$ cat config.mk
export PLATFORM = sky130hd
export DESIGN_NAME = tis_ctrl
export DESIGN_NICKNAME = d
export VERILOG_FILES = /design/src/hdl/tis_pkg.sv /design/src/hdl/tis_ctrl.sv
export SDC_FILE = /design/constraint.sdc
export NUM_CORES = 1
export LEC_CHECK = 0
export BUFFER_PORTS_ARGS = -buffer_cell sky130_fd_sc_hd__clkbuf_2
export CORE_AREA = 2 2 245 247
export CTS_CLUSTER_DIAMETER = 50
export DETAILED_ROUTE_END_ITERATION = 16
export DIE_AREA = 0 0 247 249
export PLACE_DENSITY = 0.45
export SYNTH_ARGS = -nofsm -noshare
export SYNTH_HDL_FRONTEND = slang
export SYNTH_SLANG_ARGS = --single-unit
$ cat constraint.sdc
create_clock -name clk -period 7.2 [get_ports clk]
set_input_delay 0 -clock clk [delete_from_list [all_inputs] [get_ports clk]]
set_output_delay 0 -clock clk [all_outputs]
set_load 0.01 [all_outputs]
$ cat src/hdl/tis_pkg.sv
`timescale 1ns / 1ps
// ----------------------------------------------------------------------------
// tis_pkg
// Shared constants and types for the trie insert/search core.
// ----------------------------------------------------------------------------
package tis_pkg;

    localparam int NODES     = 1024;
    localparam int ALPHABET  = 26;
    localparam int ID_BITS   = 16;

    localparam int NODE_W    = $clog2(NODES);
    localparam int SYM_W     = $clog2(ALPHABET);
    localparam int CNT_W     = $clog2(NODES + 1);

    localparam int SYMBOL_W  = 5;
    localparam int WORD_ID_W = 16;
    localparam int USED_W    = 11;

    localparam logic REQ_INSERT = 1'b0;
    localparam logic REQ_SEARCH = 1'b1;

    typedef logic [NODE_W-1:0] node_t;

    // One memory row per trie node: child links plus word tag bookkeeping.
    typedef struct packed {
        logic                      tag_valid;
        logic                      has_child;
        logic [ID_BITS-1:0]        tag_id;
        node_t [ALPHABET-1:0]      link;
    } row_t;

    typedef struct packed {
        logic  rd_en;
        node_t rd_addr;
        logic  wr_en;
        node_t wr_addr;
        row_t  wr_data;
    } mem_req_t;

    typedef struct packed {
        logic                req_type;
        logic [SYMBOL_W-1:0] symbol;
        logic                no_symbol;
        logic                last;
    } item_t;

    typedef struct packed {
        logic                 found;
        logic [WORD_ID_W-1:0] word_id;
        logic                 table_full;
        logic                 prefix_free;
        logic [USED_W-1:0]    nodes_used;
    } result_t;

endpackage

$ cat src/hdl/tis_ctrl.sv
`timescale 1ns / 1ps
// ----------------------------------------------------------------------------
// tis_ctrl
// Walk sequencer: reads the cursor row, follows or allocates a child link,
// tags or checks the end node and builds the result beat.
// ----------------------------------------------------------------------------
module tis_ctrl (
    input  logic               clk,
    input  logic               rst_n,
    input  tis_pkg::item_t     in_item,
    input  logic               in_valid,
    output logic               in_ready,
    input  logic               out_free,
    output logic               res_valid,
    output tis_pkg::result_t   res,
    output tis_pkg::mem_req_t  mem_req,
    input  tis_pkg::row_t      rd_row
);
    import tis_pkg::*;

    typedef enum logic [3:0] {
        S_INIT  = 4'b0001,
        S_IDLE  = 4'b0010,
        S_EXEC  = 4'b0100,
        S_ALLOC = 4'b1000
    } state_t;

    state_t             state_reg,   state_next;
    item_t              item_reg,    item_next;
    node_t              cursor_reg,  cursor_next;
    node_t              alloc_reg,   alloc_next;
    logic               failed_reg,  failed_next;
    logic               stepped_reg, stepped_next;
    logic               prefix_reg,  prefix_next;
    logic [CNT_W-1:0]   count_reg,   count_next;
    logic [ID_BITS-1:0] ctr_reg,     ctr_next;

    logic               accept;
    logic               has_letter;
    logic               active;
    logic               is_search;
    logic               room;
    logic [SYM_W-1:0]   sym_idx;
    node_t              link_val;
    node_t              new_node;
    logic               finish;
    logic               fail_now;

    assign in_ready   = (state_reg == S_IDLE) && out_free;
    assign accept     = in_valid && in_ready;
    assign has_letter = !item_reg.no_symbol && (32'(item_reg.symbol) < 32'(ALPHABET));
    assign active     = has_letter && !failed_reg && !stepped_reg;
    assign is_search  = (item_reg.req_type == REQ_SEARCH);
    assign room       = (count_reg < CNT_W'(NODES));
    assign sym_idx    = SYM_W'(item_reg.symbol);
    assign link_val   = has_letter ? rd_row.link[sym_idx] : '0;
    assign new_node   = count_reg[NODE_W-1:0];

    always_comb
    begin
        state_next   = state_reg;
        item_next    = item_reg;
        cursor_next  = cursor_reg;
        alloc_next   = alloc_reg;
        failed_next  = failed_reg;
        stepped_next = stepped_reg;
        prefix_next  = prefix_reg;
        count_next   = count_reg;
        ctr_next     = ctr_reg;
        mem_req      = '0;
        res_valid    = 1'b0;
        res          = '0;
        finish       = 1'b0;
        fail_now     = failed_reg;

        case (state_reg)
            S_INIT:
            begin
                // root row is the only row not cleared on allocation
                mem_req.wr_en   = 1'b1;
                mem_req.wr_addr = '0;
                mem_req.wr_data = '0;
                state_next      = S_IDLE;
            end

            S_IDLE:
            begin
                if (accept)
                begin
                    item_next       = in_item;
                    stepped_next    = 1'b0;
                    mem_req.rd_en   = 1'b1;
                    mem_req.rd_addr = cursor_reg;
                    state_next      = S_EXEC;
                end
            end

            S_EXEC:
            begin
                state_next = S_IDLE;
                finish     = item_reg.last;
                if (active)
                begin
                    if (link_val != '0)
                    begin
                        cursor_next = link_val;
                        finish      = 1'b0;
                        if (item_reg.last)
                        begin
                            // fetch the reached node's tag before finishing
                            mem_req.rd_en   = 1'b1;
                            mem_req.rd_addr = link_val;
                            stepped_next    = 1'b1;
                            state_next      = S_EXEC;
                        end
                    end
                    else if (is_search || !room)
                    begin
                        fail_now    = 1'b1;
                        failed_next = 1'b1;
                    end
                    else
                    begin
                        finish                   = 1'b0;
                        mem_req.wr_en            = 1'b1;
                        mem_req.wr_addr          = cursor_reg;
                        mem_req.wr_data          = rd_row;
                        mem_req.wr_data.link[sym_idx] = new_node;
                        mem_req.wr_data.has_child = 1'b1;
                        if (rd_row.tag_valid)
                        begin
                            prefix_next = 1'b0;
                        end
                        count_next  = count_reg + 1'b1;
                        cursor_next = new_node;
                        alloc_next  = new_node;
                        state_next  = S_ALLOC;
                    end
                end

                if (finish)
                begin
                    res_valid = 1'b1;
                    if (is_search)
                    begin
                        if (!fail_now && rd_row.tag_valid)
                        begin
                            res.found   = 1'b1;
                            res.word_id = WORD_ID_W'(rd_row.tag_id);
                        end
                    end
                    else if (fail_now)
                    begin
                        res.table_full = 1'b1;
                    end
                    else
                    begin
                        mem_req.wr_en             = 1'b1;
                        mem_req.wr_addr           = cursor_reg;
                        mem_req.wr_data           = rd_row;
                        mem_req.wr_data.tag_valid = 1'b1;
                        mem_req.wr_data.tag_id    = ctr_reg;
                        if (rd_row.has_child)
                        begin
                            prefix_next = 1'b0;
                        end
                        res.found   = 1'b1;
                        res.word_id = WORD_ID_W'(ctr_reg);
                        ctr_next    = ctr_reg + 1'b1;
                    end
                    res.prefix_free = prefix_next;
                    res.nodes_used  = USED_W'(count_next);
                    cursor_next     = '0;
                    failed_next     = 1'b0;
                    stepped_next    = 1'b0;
                end
            end

            S_ALLOC:
            begin
                // clear the fresh row; a final letter tags it in the same write
                mem_req.wr_en   = 1'b1;
                mem_req.wr_addr = alloc_reg;
                mem_req.wr_data = '0;
                state_next      = S_IDLE;
                if (item_reg.last)
                begin
                    mem_req.wr_data.tag_valid = 1'b1;
                    mem_req.wr_data.tag_id    = ctr_reg;
                    res_valid       = 1'b1;
                    res.found       = 1'b1;
                    res.word_id     = WORD_ID_W'(ctr_reg);
                    res.prefix_free = prefix_reg;
                    res.nodes_used  = USED_W'(count_reg);
                    ctr_next        = ctr_reg + 1'b1;
                    cursor_next     = '0;
                    failed_next     = 1'b0;
                end
            end

            default:
            begin
                state_next = S_INIT;
            end
        endcase
    end

    always_ff @(posedge clk or negedge rst_n)
    begin
        if (!rst_n)
        begin
            state_reg   <= S_INIT;
            cursor_reg  <= '0;
            failed_reg  <= 1'b0;
            stepped_reg <= 1'b0;
            prefix_reg  <= 1'b1;
            count_reg   <= CNT_W'(1);
            ctr_reg     <= '0;
        end
        else
        begin
            state_reg   <= state_next;
            cursor_reg  <= cursor_next;
            failed_reg  <= failed_next;
            stepped_reg <= stepped_next;
            prefix_reg  <= prefix_next;
            count_reg   <= count_next;
            ctr_reg     <= ctr_next;
        end
    end

    always_ff @(posedge clk)
    begin
        item_reg  <= item_next;
        alloc_reg <= alloc_next;
    end

    a_no_rw_overlap: assert property (@(posedge clk) disable iff (!rst_n)
        !(mem_req.rd_en && mem_req.wr_en))
        else $error("node memory read and write in the same cycle");

    a_count_range: assert property (@(posedge clk) disable iff (!rst_n)
        (count_reg != '0) && (count_reg <= CNT_W'(NODES)))
        else $error("node count out of range");

    a_cursor_allocated: assert property (@(posedge clk) disable iff (!rst_n)
        CNT_W'(cursor_reg) < count_reg)
        else $error("cursor points at an unallocated node");

    a_result_to_root: assert property (@(posedge clk) disable iff (!rst_n)
        res_valid |=> (cursor_reg == '0) && !failed_reg)
        else $error("walk did not return to root after a result");

endmodule

Yosys cells after proc, flatten, opt, wreduce, memory -nomap -nowiden
Cells that the tools add are included.
{"block": "totals", "ff_bits": 62, "input_bits": 290, "out_inout_bits": 332, "elab_cells": 133}
{"block": "op_classes", "add_sub_neg": 2, "order_cmp": 4, "eq_ne": 13, "muxes": 77, "n_bitwise": 2, "n_reduce_logical": 23}
{"op": "289-bit two-way mux", "count": 5}
{"op": "289-bit one-hot mux with 3 select lines", "count": 1}
{"op": "300-bit two-way mux", "count": 1}
{"op": "260-bit bitwise mux", "count": 1}
{"op": "10-bit two-way mux", "count": 8}
{"op": "16-bit two-way mux", "count": 5}
{"op": "17-bit two-way mux", "count": 4}
{"op": "11-bit two-way mux", "count": 6}
{"op": "10-bit binary-select mux with 5-bit select", "count": 1}
{"op": "10-bit demux with 5-bit select", "count": 1}
{"op": "17-bit one-hot mux with 2 select lines", "count": 1}
{"op": "16-bit one-hot mux with 2 select lines", "count": 1}
{"op": "30-bit two-way mux", "count": 1}
{"op": "1-bit two-way mux", "count": 28}
{"op": "12-bit one-hot mux with 2 select lines", "count": 1}
{"op": "11-bit one-hot mux with 2 select lines", "count": 1}
{"op": "10-bit one-hot mux with 2 select lines", "count": 1}
{"op": "16-bit by 1-bit adder with 16-bit output, second input constant", "count": 1}
{"op": "4-bit two-way mux", "count": 4}
{"op": "12-bit two-way mux", "count": 1}
{"op": "4-bit one-hot mux with 3 select lines", "count": 1}
{"op": "11-bit by 1-bit adder with 11-bit output, second input constant", "count": 1}
{"op": "11-bit < comparator, second input constant", "count": 1}
{"op": "2-bit != test, second input constant", "count": 5}
{"op": "other kinds (21)", "count": 40}

Depth between registers and ports, before layout
Gate-level depths: netlist of run 1.
{"block": "logic_depth", "ltp_word": 13, "depth_mapped": 18, "depth_no_buf": 10}

Least setup slack after synthesis of run 1
No wires, ideal clock.
{"block": "synth_timing", "kind": "flip-flop to flip-flop", "from": "register item_reg (netlist bit sym_idx[1])", "to": "register alloc_reg[0] (enable)", "setup_ps": 312, "arrival_time_ps": 2899, "t_required_ps": 6888, "setup_slack_ps": 3989, "path_stages_with_launch": 14, "n_path_buf": 6, "period_less_slack_ps": 3211, "cell_sequence": "edfxtp_1 buf_2 buf_4 clkbuf_1 mux4_2 a211oi_1 a31oi_1 nor4_2 and4b_1 nand3_2 buf_6 inv_2 buf_6 buf_4"}
{"block": "synth_between", "elab_chain_cells": 6, "word_cells_on_any_way": 10, "cone_classes": "order compare: 1; mux: 3; bitwise: 1; reduce/logical: 5"}
{"element": "start: declaration", "line": "tis_ctrl.sv:29", "source": "item_t item_reg, item_next;"}
{"element": "start signal: assignment", "line": "tis_ctrl.sv:234", "source": "item_reg <= item_next;"}
{"element": "10-bit binary-select mux with 5-bit select / 5-bit < comparator (equally long branches)", "line": "tis_ctrl.sv:56, tis_ctrl.sv:51"}
{"element": "10-bit two-way mux (implied by the code) / 1-bit logical AND (equally long branches)", "line": "tis_ctrl.sv:56, tis_ctrl.sv:51"}
{"element": "10-bit two-way mux", "line": "tis_ctrl.sv:56", "source": "assign link_val = has_letter ? rd_row.link[sym_idx] : '0;"}
{"element": "10-bit nonzero test", "line": "tis_ctrl.sv:104", "source": "if (link_val != '0)"}
{"element": "1-bit inverter (no line)"}
{"element": "4-bit AND reduction (no line) (*)"}
{"element": "end signal: assignment", "line": "tis_ctrl.sv:235", "source": "alloc_reg <= alloc_next;"}
{"element": "end: declaration", "line": "tis_ctrl.sv:31", "source": "node_t alloc_reg, alloc_next;"}
Every way passes the cells marked *; elsewhere a longest branch is shown, timed or not. The select of a mux whose other input is x is not followed.
A chain may end at the register's enable or synchronous reset.

==> results.cfg, run 1 <==
[synthesis]
synth_compound_area_frac = 0.3956
netlist_top_cells_area = dfrtp_1, nor2_1, a32oi_1, mux2i_1, a22o_1
synth_edf_count = 18
synthCells = 1463
synthMuxAreaShare = 0.1232
ys_types = 81
yosys.area_share.simple = 0.2130
syn_nets = 1755
synth_seq_cells = 62
netlist.area_leader.share = 0.09627
ys_warn_count = 0
ys.flop_type = dfrtp_1
synth_xor_area_frac = 0.02137
async_flop_share = 0.7097
avgSynthCellArea_um2 = 7.285
synth_fa_ha_area_frac = 0.002348
yosysSeqAreaShare = 0.1544
yosysTopAreaCell = dfrtp_1
synthesis.area_um2 = 10660
synth_top_family_by_area = compound AO/OA/AOI/OAI gates

[clocking]
cts_tree = built
cts_buffers = 9
insertion_delay_ns = 0.36
numClockSinks = 62
cts_resized = 0
h-tree-depth = 3
clk_pin_slew_ns = 0.06
root_buffer = clkbuf_16
clockBufferDepth = 2

[hold_path]
min_to = prefix_reg$_DFFE_PN1P_
min-delay-path-class = input pin to flip-flop
hold_depth = 3
hold_start = rd_row[276]

[floorplan]
rows = 89
coreArea_um2 = 58690
die_h_um = 249
dieArea_um2 = 61500
die_w_um = 247
ioPinCount = 622
floorplan.initialDensity = 0.1816

[final_layout]
largest_reg_flops = 16
fin_util = 0.2516
stdcell_count = 2774
fin_nets = 2283
drive_gt1_frac = 0.3838
syn_to_final_growth_pct = 38.53
final_area_um2 = 14760

[power_and_ir_drop]
p_sw_frac = 0.4560
leakage_nw = 6.967
p_int_mw = 0.8732
powerDensity_nw_per_um2 = 108.7
p_seq_frac = 0.281
p_comb_frac = 0.448
netSwitchingPower_mw = 0.7319
ir_drop_mv = 0.1190
clockPowerShare = 0.271

[worst_setup_path]
path_cells = buf_4 -> or3b_1 -> nor2_1 -> a221oi_1 -> a41oi_1 -> nor3_1 -> nand4b_2 -> buf_4 -> nor3_2 -> buf_4 -> a21oi_1 -> o21ai_0 -> clkbuf_2
start_kind = flip-flop
slowest_delay_ns = 1.01
critical_path.top_delay_family = compound AO/OA/AOI/OAI gates
worst-path-buf-inv = 4
worstSetupPathType = flip-flop to output port
cp-end-kind = output port
cp.arrival_ns = 6.33
crit_slowest_cell = nor2_1
path_depth = 13
regToRegSetupSlack_ns = 1.82
rr_endpoint = alloc_reg[9]$_DFFE_PP_
r2r-start = sym_idx[1]$_DFFE_PP_
required_ns = 7.20
path_max_fanout = 32
crit_top_cell = buf_4
reg2reg_depth = 10

[placed_design]
placed_area_um2 = 14380
place_ws_ns = 1.469
place_inst = 2744
gp_congestion = 0.9573
numPortBuffers = 621
hpwl_um = 79770

[global_routing]
globalRouteMet3Util = 0.04870
grt_most_used_layer = met2
grt_pass1_wl_um = 129700
grt.total_usage = 0.3016
grt_max_degree = 102
grt_use_met2 = 0.5281
grt_use_met1 = 0.3485
grt_pass1_vias = 15410
grt_antenna_before_repair = 7
overflow = 0

[timing]
finClkSkew_ns = 0.01368
fin_crit_ns = 6.331
max-slew-margin-rel = 0.1365
rsz0062_at_grt = no
maxSlewViolCount = 0
finalHoldViolations = 0
fmax_mhz = 157.9
post-route-period-util = 0.8793
setup_slack_ns = 0.8688
tns_ns = 0
worst_slew_pin_slew_ns = 1.291
setup_viol = 0

[route]
drcViolationCount = 0
drt-pass1-iter-count = 6
vias = 15780
postRouteAntennaNets = 0
viasPerCell = 5.687
drt_iter0_drc = 1942
route.final.wire_length_um = 97400
drt-wirelength-per-cell_um = 35.11

[outcome]
status = finished, final reports clean

[run]
drv_cap = 0
power by group through the flow:
stage,logic (mW),registers (mW),clock network [mW]
after floorplan,0.375,0.418,0
after CTS,0.706,0.449,0.444
after global routing,0.749,0.455,0.456
after global placement,0.698,0.455,0
final,0.720,0.451,0.435
after detailed placement,0.699,0.456,0
tightest hold or removal path, stage by stage:
cell      delay, ns
clkbuf_2       0.11
a22oi_1        0.08
o21a_1         0.17
how the worst max path moves through the flow:
stage                               startpoint                     end  slack [ns]
after floorplan           sym_idx[1]$_DFFE_PP_  alloc_reg[0]$_DFFE_PP_        3.99
after global placement    sym_idx[1]$_DFFE_PP_            mem_req[210]        1.60
after detailed placement  sym_idx[1]$_DFFE_PP_            mem_req[210]        1.47
after CTS                 sym_idx[1]$_DFFE_PP_            mem_req[210]        1.07
after global routing      sym_idx[1]$_DFFE_PP_            mem_req[282]        0.75
final                     sym_idx[1]$_DFFE_PP_            mem_req[210]        0.87
repair_timing:
action                    CTS  global route
hold buffers                9             0
hold endpoints to repair   49             0
setup buffers               0             0
cell type report:
| class | instances | area (µm²) |
|---|---|---|
| flip-flops and latches | 62 | 1647 |
| diodes | 5 | 12.51 |
| multi-input cells | 1193 | 8088 |
| repair buffers | 678 | 3596 |
| clock buffers | 11 | 242.7 |
| well taps | 773 | 967.2 |
| clock inverters | 5 | 35.03 |
| fillers | 6648 | 43920 |
| inverters | 47 | 176.4 |
cell families after synthesis:
kind of cell	after synthesis
muxes	101
AOI/OAI and AO/OA	581
adders and majority gates	2
and+or+nand+nor	483
buffers and inverters	208
xor gates and xnor gates	26
DFF	62
cell usage in the layout (no fill, tap or decap), drive strengths merged, types with 5 or more instances in the layout:
master,synthesis,final
o22ai,25,25
nand4,9,9
inv,46,46
diode,0,5
nand2b,7,7
mux4,24,24
nor3,10,10
o31ai,23,23
clkbuf,96,632
nor2b,10,10
dlygate4sd3,0,9
a22oi,12,12
edfxtp,18,18
o21a,49,49
clkinv,1,5
a211oi,5,5
a32o,10,10
xor2,5,5
a31o,6,6
nor2,228,228
nor4,5,5
dfrtp,41,41
mux2i,76,76
or2,7,7
nand3,53,53
a32oi,94,94
xnor2,21,21
and2,21,21
buf,65,48
o22a,16,16
nand2,88,88
a21oi,94,94
o21ai,125,125
and3,11,11
a221oi,8,8
a22o,76,76
nand3b,6,6
a31oi,9,9
o2bb2ai,8,8
synthesized netlist by cell type, drive strengths merged (10+ instances only):
master  count
o31ai      23
xnor2      21
nand3      53
a32o       10
clkbuf     96
mux4       24
o22ai      25
mux2i      76
a32oi      94
dfrtp      41
o21ai     125
o22a       16
nor2      228
a22oi      12
buf        65
and3       11
and2       21
a21oi      94
edfxtp     18
inv        46
nor3       10
o21a       49
a22o       76
nand2      88
nor2b      10
per-stage QoR:
stage / hold slack [ns] / power (mW)
2_1_floorplan: -0.2956 / 0.7934
6_report: 0.01332 / 1.605
5_1_grt: 0.02950 / 1.660
3_5_place_dp: 0.1565 / 1.156
3_3_place_gp: 0.1582 / 1.153
4_1_cts: 0.007755 / 1.600
metal layers:
layer	vias to the layer above	part of all wire
met5	-	0.00012
li1	6632	-
met3	197	0.072
met1	7903	0.37
met2	1043	0.49
met4	2	0.061
Power figures use the tool's default switching activity.
==> run 2, diff against run 1 <==
--- a/config.mk
+++ b/config.mk
@@ -6,11 +6,13 @@
 export NUM_CORES = 1
 export LEC_CHECK = 0
 export BUFFER_PORTS_ARGS = -buffer_cell sky130_fd_sc_hd__clkbuf_2
-export CORE_AREA = 2 2 245 247
+export CELL_PAD_IN_SITES_DETAIL_PLACEMENT = 2
+export CELL_PAD_IN_SITES_GLOBAL_PLACEMENT = 2
+export CORE_AREA = 2 2 243 245
 export CTS_CLUSTER_DIAMETER = 50
 export DETAILED_ROUTE_END_ITERATION = 16
-export DIE_AREA = 0 0 247 249
-export PLACE_DENSITY = 0.45
+export DIE_AREA = 0 0 245 247
+export PLACE_DENSITY = 0.74
 export SYNTH_ARGS = -nofsm -noshare
 export SYNTH_HDL_FRONTEND = slang
 export SYNTH_SLANG_ARGS = --single-unit
==> run 2 against run 1 <==
Compared with the run above:
- via count up 1.2%
- count of clock-buffer cells in the layout fell by 2
- wire length increased by 7.5%
- setup slack worse by 0.27 ns
- first-iteration DRC count decreased by 29%
==> results.cfg, run 2 (synthesis gave the netlist of run 1 again) <==
[floorplan]
ioPinCount = 622
dieArea_um2 = 60520
rows = 89
die_w_um = 245
coreArea_um2 = 58240
floorplan.initialDensity = 0.1830
die_h_um = 247

[power_and_ir_drop]
p_sw_frac = 0.4576
p_seq_frac = 0.275
leakage_nw = 6.939
clockPowerShare = 0.280
p_comb_frac = 0.445
netSwitchingPower_mw = 0.7582
ir_drop_mv = 0.1129
power_mw = 1.657
powerDensity_nw_per_um2 = 112.4
p_int_mw = 0.8989

[clocking]
cts_buffers = 9
cts_setup_buffers = 0
cts_resized = 0
numClockSinks = 62
cts_tree = built
cts_hold_buf = 9
clockBufferDepth = 2
root_buffer = clkbuf_16
clk_pin_slew_ns = 0.07
h-tree-depth = 3
insertion_delay_ns = 0.35

[worst_setup_path]
cp-end-kind = output port
crit_slowest_cell = edfxtp_1
critical_path.top_delay_family = simple AND/OR/NAND/NOR gates
worstSetupStartpoint = sym_idx[0]$_DFFE_PP_
path_cells = buf_4 -> nor2b_1 -> a22oi_1 -> nand4_1 -> o211ai_1 -> nor4_2 -> and4b_1 -> nand3_2 -> inv_2 -> buf_4 -> nand2_1 -> o22ai_1 -> clkbuf_2
crit_top_cell = buf_4
required_ns = 7.20
start_kind = flip-flop
cp.arrival_ns = 6.61
worst-path-buf-inv = 4
r2r-start = sym_idx[0]$_DFFE_PP_
slowest_delay_ns = 0.93
path_max_fanout = 42
worstSetupPathType = flip-flop to output port

[global_routing]
grt.total_usage = 0.3327
overflow = 0
grt_pass1_wl_um = 140200
grt_max_degree = 99
grt_antenna_before_repair = 12
grt_pass1_vias = 16790

[timing]
rsz0062_at_grt = no
setup_slack_ns = 0.5941
finalHoldViolations = 0
max-slew-margin-rel = 0.08915
worst_slew_pin_slew_ns = 1.361
fmax_mhz = 151.4
tns_ns = 0
finClkSkew_ns = 0.01633
fin_crit_ns = 6.606
post-route-period-util = 0.9175
setup_viol = 0
maxSlewViolCount = 0

[route]
postRouteAntennaNets = 0
drcViolationCount = 0
route.final.wire_length_um = 104800
wl_met2_um = 50800
drt-wirelength-per-cell_um = 37.86
viasPerCell = 5.773
top_layer = met5
wl_met3_um = 7143
drt_iter0_drc = 1384
wl_met1_um = 39580
vias = 15970
drt-pass1-iter-count = 5

[placed_design]
numPortBuffers = 621
placed_area_um2 = 14350
hpwl_um = 86040
place_ws_ns = 1.106
gp_congestion = 0.9911

[final_layout]
largest_reg_flops = 16
regArea_um2 = 1647
drive_gt1_frac = 0.3821
final_common_cell = clkbuf_2
fin_util = 0.2532
final_cell_mix = clkbuf_2, nor2_1, o21ai_0
final_area_um2 = 14750
nFillCells = 7008
multi_input_area_um2 = 8089
syn_to_final_growth_pct = 38.37
fin_nets = 2276

[hold_path]
min-delay-path-class = input pin to flip-flop
hold_start = in_valid

[run]
drv_cap = 0

[outcome]
status = finished, final reports clean
run 2: area by class of cell:
cell class	count	share of cell area
Clock inverter	7	0.005006
Tap cell	773	0.06559
Multi-Input combinational cell	1193	0.5485
Sequential cell	62	0.1117
Antenna cell	5	0.0008485
Inverter	47	0.01196
Clock buffer	9	0.01527
Timing Repair Buffer	671	0.2411
run 2: worst register-to-register path, delay by kind of cell, from the launching register on:
family,cells,cell delay (ns)
compound gates,2,0.60
buf+inv,3,1.15
flops,1,0.93
simple gates,5,2.55
run 2: worst paths after layout:
path	endpoint	slack (ns)	depth (start not counted)
setup / recovery	mem_req[258]	0.59	13
hold / removal	state_reg[2]$_DFFE_PN0P_	0.05	3
setup reg to reg	alloc_reg[4]$_DFFE_PP_	1.60	10
hold reg to reg	prefix_reg$_DFFE_PN1P_	0.47	1
max in group asynchronous	count_reg[7]$_DFFE_PN0P_	6.42	3
min in group asynchronous	cursor_reg[7]$_DFFE_PN0P_	0.31	3
run 2: power groups by stage:
stage	Sequential, mW	Combinational [mW]	Clock, mW
floorplan	0.418	0.375	0
global placement	0.457	0.708	0
detailed placement	0.460	0.719	0
CTS	0.453	0.727	0.475
global route	0.459	0.771	0.486
finish	0.455	0.738	0.464
run 2: per-stage QoR:
step / hold slack (ns) / cells
2_1_floorplan: -0.2956 / 1463
3_3_place_gp: 0.1578 / 2737
3_5_place_dp: 0.1591 / 2737
4_1_cts: 0.03157 / 2762
5_1_grt: 0.06417 / 2764
6_report: 0.05099 / 2767
run 2: per-layer routing:
metal,up-vias,track usage
met2,894,0.5767
met5,-,0
met1,8212,0.3759
li1,6615,-
met4,12,0.2003
met3,240,0.06827
==> run 3, diff against run 2 <==
--- a/config.mk
+++ b/config.mk
@@ -5,7 +5,7 @@
 export SDC_FILE = /design/constraint.sdc
 export NUM_CORES = 1
 export LEC_CHECK = 0
-export BUFFER_PORTS_ARGS = -buffer_cell sky130_fd_sc_hd__clkbuf_2
+export BUFFER_PORTS_ARGS = -buffer_cell sky130_fd_sc_hd__buf_2
 export CELL_PAD_IN_SITES_DETAIL_PLACEMENT = 2
 export CELL_PAD_IN_SITES_GLOBAL_PLACEMENT = 2
 export CORE_AREA = 2 2 243 245
==> run 3 against run 2 <==
Compared with the run above:
- sequential power about the same
- combinational power about the same
- via count decreased by 0.12%
- flip-flop and latch count unchanged
- count of clock-buffer cells in the layout increased by 4
- clock skew about the same
- global-route usage about the same
- cell count increased by 0.33%
- register-to-register slack got worse by 0.07 ns
- non-clock buffer count increased by 5
- first-iteration DRC count increased by 4.1%
==> results.cfg, run 3 (synthesis gave the netlist of run 1 again) <==
[timing]
rsz0062_at_grt = no
fin_crit_ns = 6.517
post-route-period-util = 0.9052
hold_slack_ns = 0.05183
worst_slew_pin_slew_ns = 1.317
finClkSkew_ns = 0.01618
finalHoldViolations = 0
maxSlewViolCount = 0
tns_ns = 0
fmax_mhz = 153.4
max-slew-margin-rel = 0.1126
setup_viol = 0

[worst_setup_path]
path_max_fanout = 49
start_kind = flip-flop
path_depth = 12
rr_endpoint = alloc_reg[0]$_DFFE_PP_
critical_path.top_delay_family = simple AND/OR/NAND/NOR gates
worstSetupStartpoint = sym_idx[1]$_DFFE_PP_
cp.arrival_ns = 6.52
cp-end-kind = output port
slowest_delay_ns = 0.97
reg2reg_depth = 11
worst-path-buf-inv = 3
required_ns = 7.20
worstSetupPathType = flip-flop to output port
path_cells = or3b_1 -> nor2_1 -> a221oi_1 -> a41oi_1 -> nor3_1 -> and4b_1 -> nand3_2 -> buf_4 -> buf_4 -> o21ai_0 -> o21a_1 -> buf_2
regToRegSetupSlack_ns = 1.53
crit_top_cell = buf_4
cp-endpoint = mem_req[227]
crit_slowest_cell = nor2_1
r2r-start = sym_idx[0]$_DFFE_PP_

[clocking]
cts_hold_buf = 9
cts_buffers = 9
clockBufferDepth = 2
cts_resized = 0
cts_setup_buffers = 0
insertion_delay_ns = 0.35
clk_pin_slew_ns = 0.07
cts_tree = built
root_buffer = clkbuf_16
numClockSinks = 62
h-tree-depth = 3

[final_layout]
fin_nets = 2281
final_cell_mix = buf_2, nor2_1, o21ai_0
drive_gt1_frac = 0.3831
stdcell_count = 2776
final_area_um2 = 14760
syn_to_final_growth_pct = 38.48
final_common_cell = buf_2
largest_reg_flops = 16

[floorplan]
die_h_um = 247
rows = 89
ioPinCount = 622
floorplan.initialDensity = 0.1830
dieArea_um2 = 60520
coreArea_um2 = 58240
die_w_um = 245

[power_and_ir_drop]
p_int_mw = 0.8943
p_comb_frac = 0.448
clockPowerShare = 0.277
p_seq_frac = 0.275
p_sw_frac = 0.4567
netSwitchingPower_mw = 0.7517
powerDensity_nw_per_um2 = 111.5
leakage_nw = 7.212
ir_drop_mv = 0.1067

[placed_design]
place_inst = 2742
placed_area_um2 = 14360
hpwl_um = 85500
gp_congestion = 1.035
numPortBuffers = 621

[route]
drcViolationCount = 0
drt-pass1-iter-count = 5
viasPerCell = 5.747
route.final.wire_length_um = 104300
postRouteAntennaNets = 0
drt_iter0_drc = 1441
drt-wirelength-per-cell_um = 37.56
vias = 15950

[global_routing]
grt_pass1_wl_um = 140400
grt_max_degree = 100
grt_pass1_vias = 16530
grt.total_usage = 0.3327
overflow = 0
grt_antenna_before_repair = 17

[run]
drv_cap = 0

[hold_path]
min-delay-path-class = input pin to flip-flop

[outcome]
status = finished, final reports clean
## run 3: changes by cell type in the layout (fill, tap and decap cells not counted), sizes merged
cell | previous run | this run
bufinv | 1 | 0
clkbuf | 630 | 13
buf | 41 | 667
inv | 47 | 46
clkinvlp | 3 | 1
diode | 5 | 9
## run 3: worst min path at each step
| stage | start | endpoint | slack, ns | depth (start not counted) |
|---|---|---|---|---|
| final | in_valid | state_reg[2]$_DFFE_PN0P_ | 0.05 | 3 |
| after global routing | in_valid | state_reg[2]$_DFFE_PN0P_ | 0.07 | 3 |
| after CTS | in_valid | state_reg[2]$_DFFE_PN0P_ | 0.03 | 3 |
| after detailed placement | rst_n | state_reg[3]$_DFFE_PN0P_ | 0.15 | 2 |
| after global placement | rst_n | state_reg[3]$_DFFE_PN0P_ | 0.15 | 2 |
| after floorplan | rst_n | count_reg[10]$_DFFE_PN0P_ | -0.30 | 0 |
## run 3: power by group through the flow
stage	clock, mW	sequential, mW	combinational [mW]
3_5_place_dp	0	0.459	0.717
2_1_floorplan	0	0.418	0.375
5_1_grt	0.474	0.458	0.766
3_3_place_gp	0	0.453	0.706
6_report	0.456	0.453	0.737
4_1_cts	0.463	0.452	0.724
## run 3: per-layer routing
layer	wire, µm	GRT usage
met1	39890	0.3869
met5	58	0
met2	50800	0.5818
met3	7143	0.05980
met4	6385	0.1729
## run 3: per-stage QoR
step	total power [mW]	setup slack [ns]	util
2_1_floorplan	0.7934	3.989	-
3_3_place_gp	1.159	1.403	0.2465
3_5_place_dp	1.175	1.294	0.2465
4_1_cts	1.638	0.8998	0.2530
5_1_grt	1.698	0.5003	0.2532
6_report	1.646	0.6826	0.2534
## run 3: worst register-to-register path: cells and delay by family (launching register included)
| family | cells | cell delay, ns |
|---|---|---|
| flip-flops | 1 | 0.75 |
| AO/OA/AOI/OAI | 2 | 0.57 |
| AND/OR/NAND/NOR | 5 | 2.37 |
| buffers and inverters | 4 | 1.64 |
## run 3: area by class of cell
cell class                      instances  area [µm²]
Fill cell                            6941       43480
Tap cell                              773       967.2
Inverter                               47       176.4
Clock buffer                           13       271.5
Multi-Input combinational cell       1193        8089
Antenna cell                            9       22.52
Clock inverter                          3       17.52
Sequential cell                        62        1647
Timing Repair Buffer                  676        3568
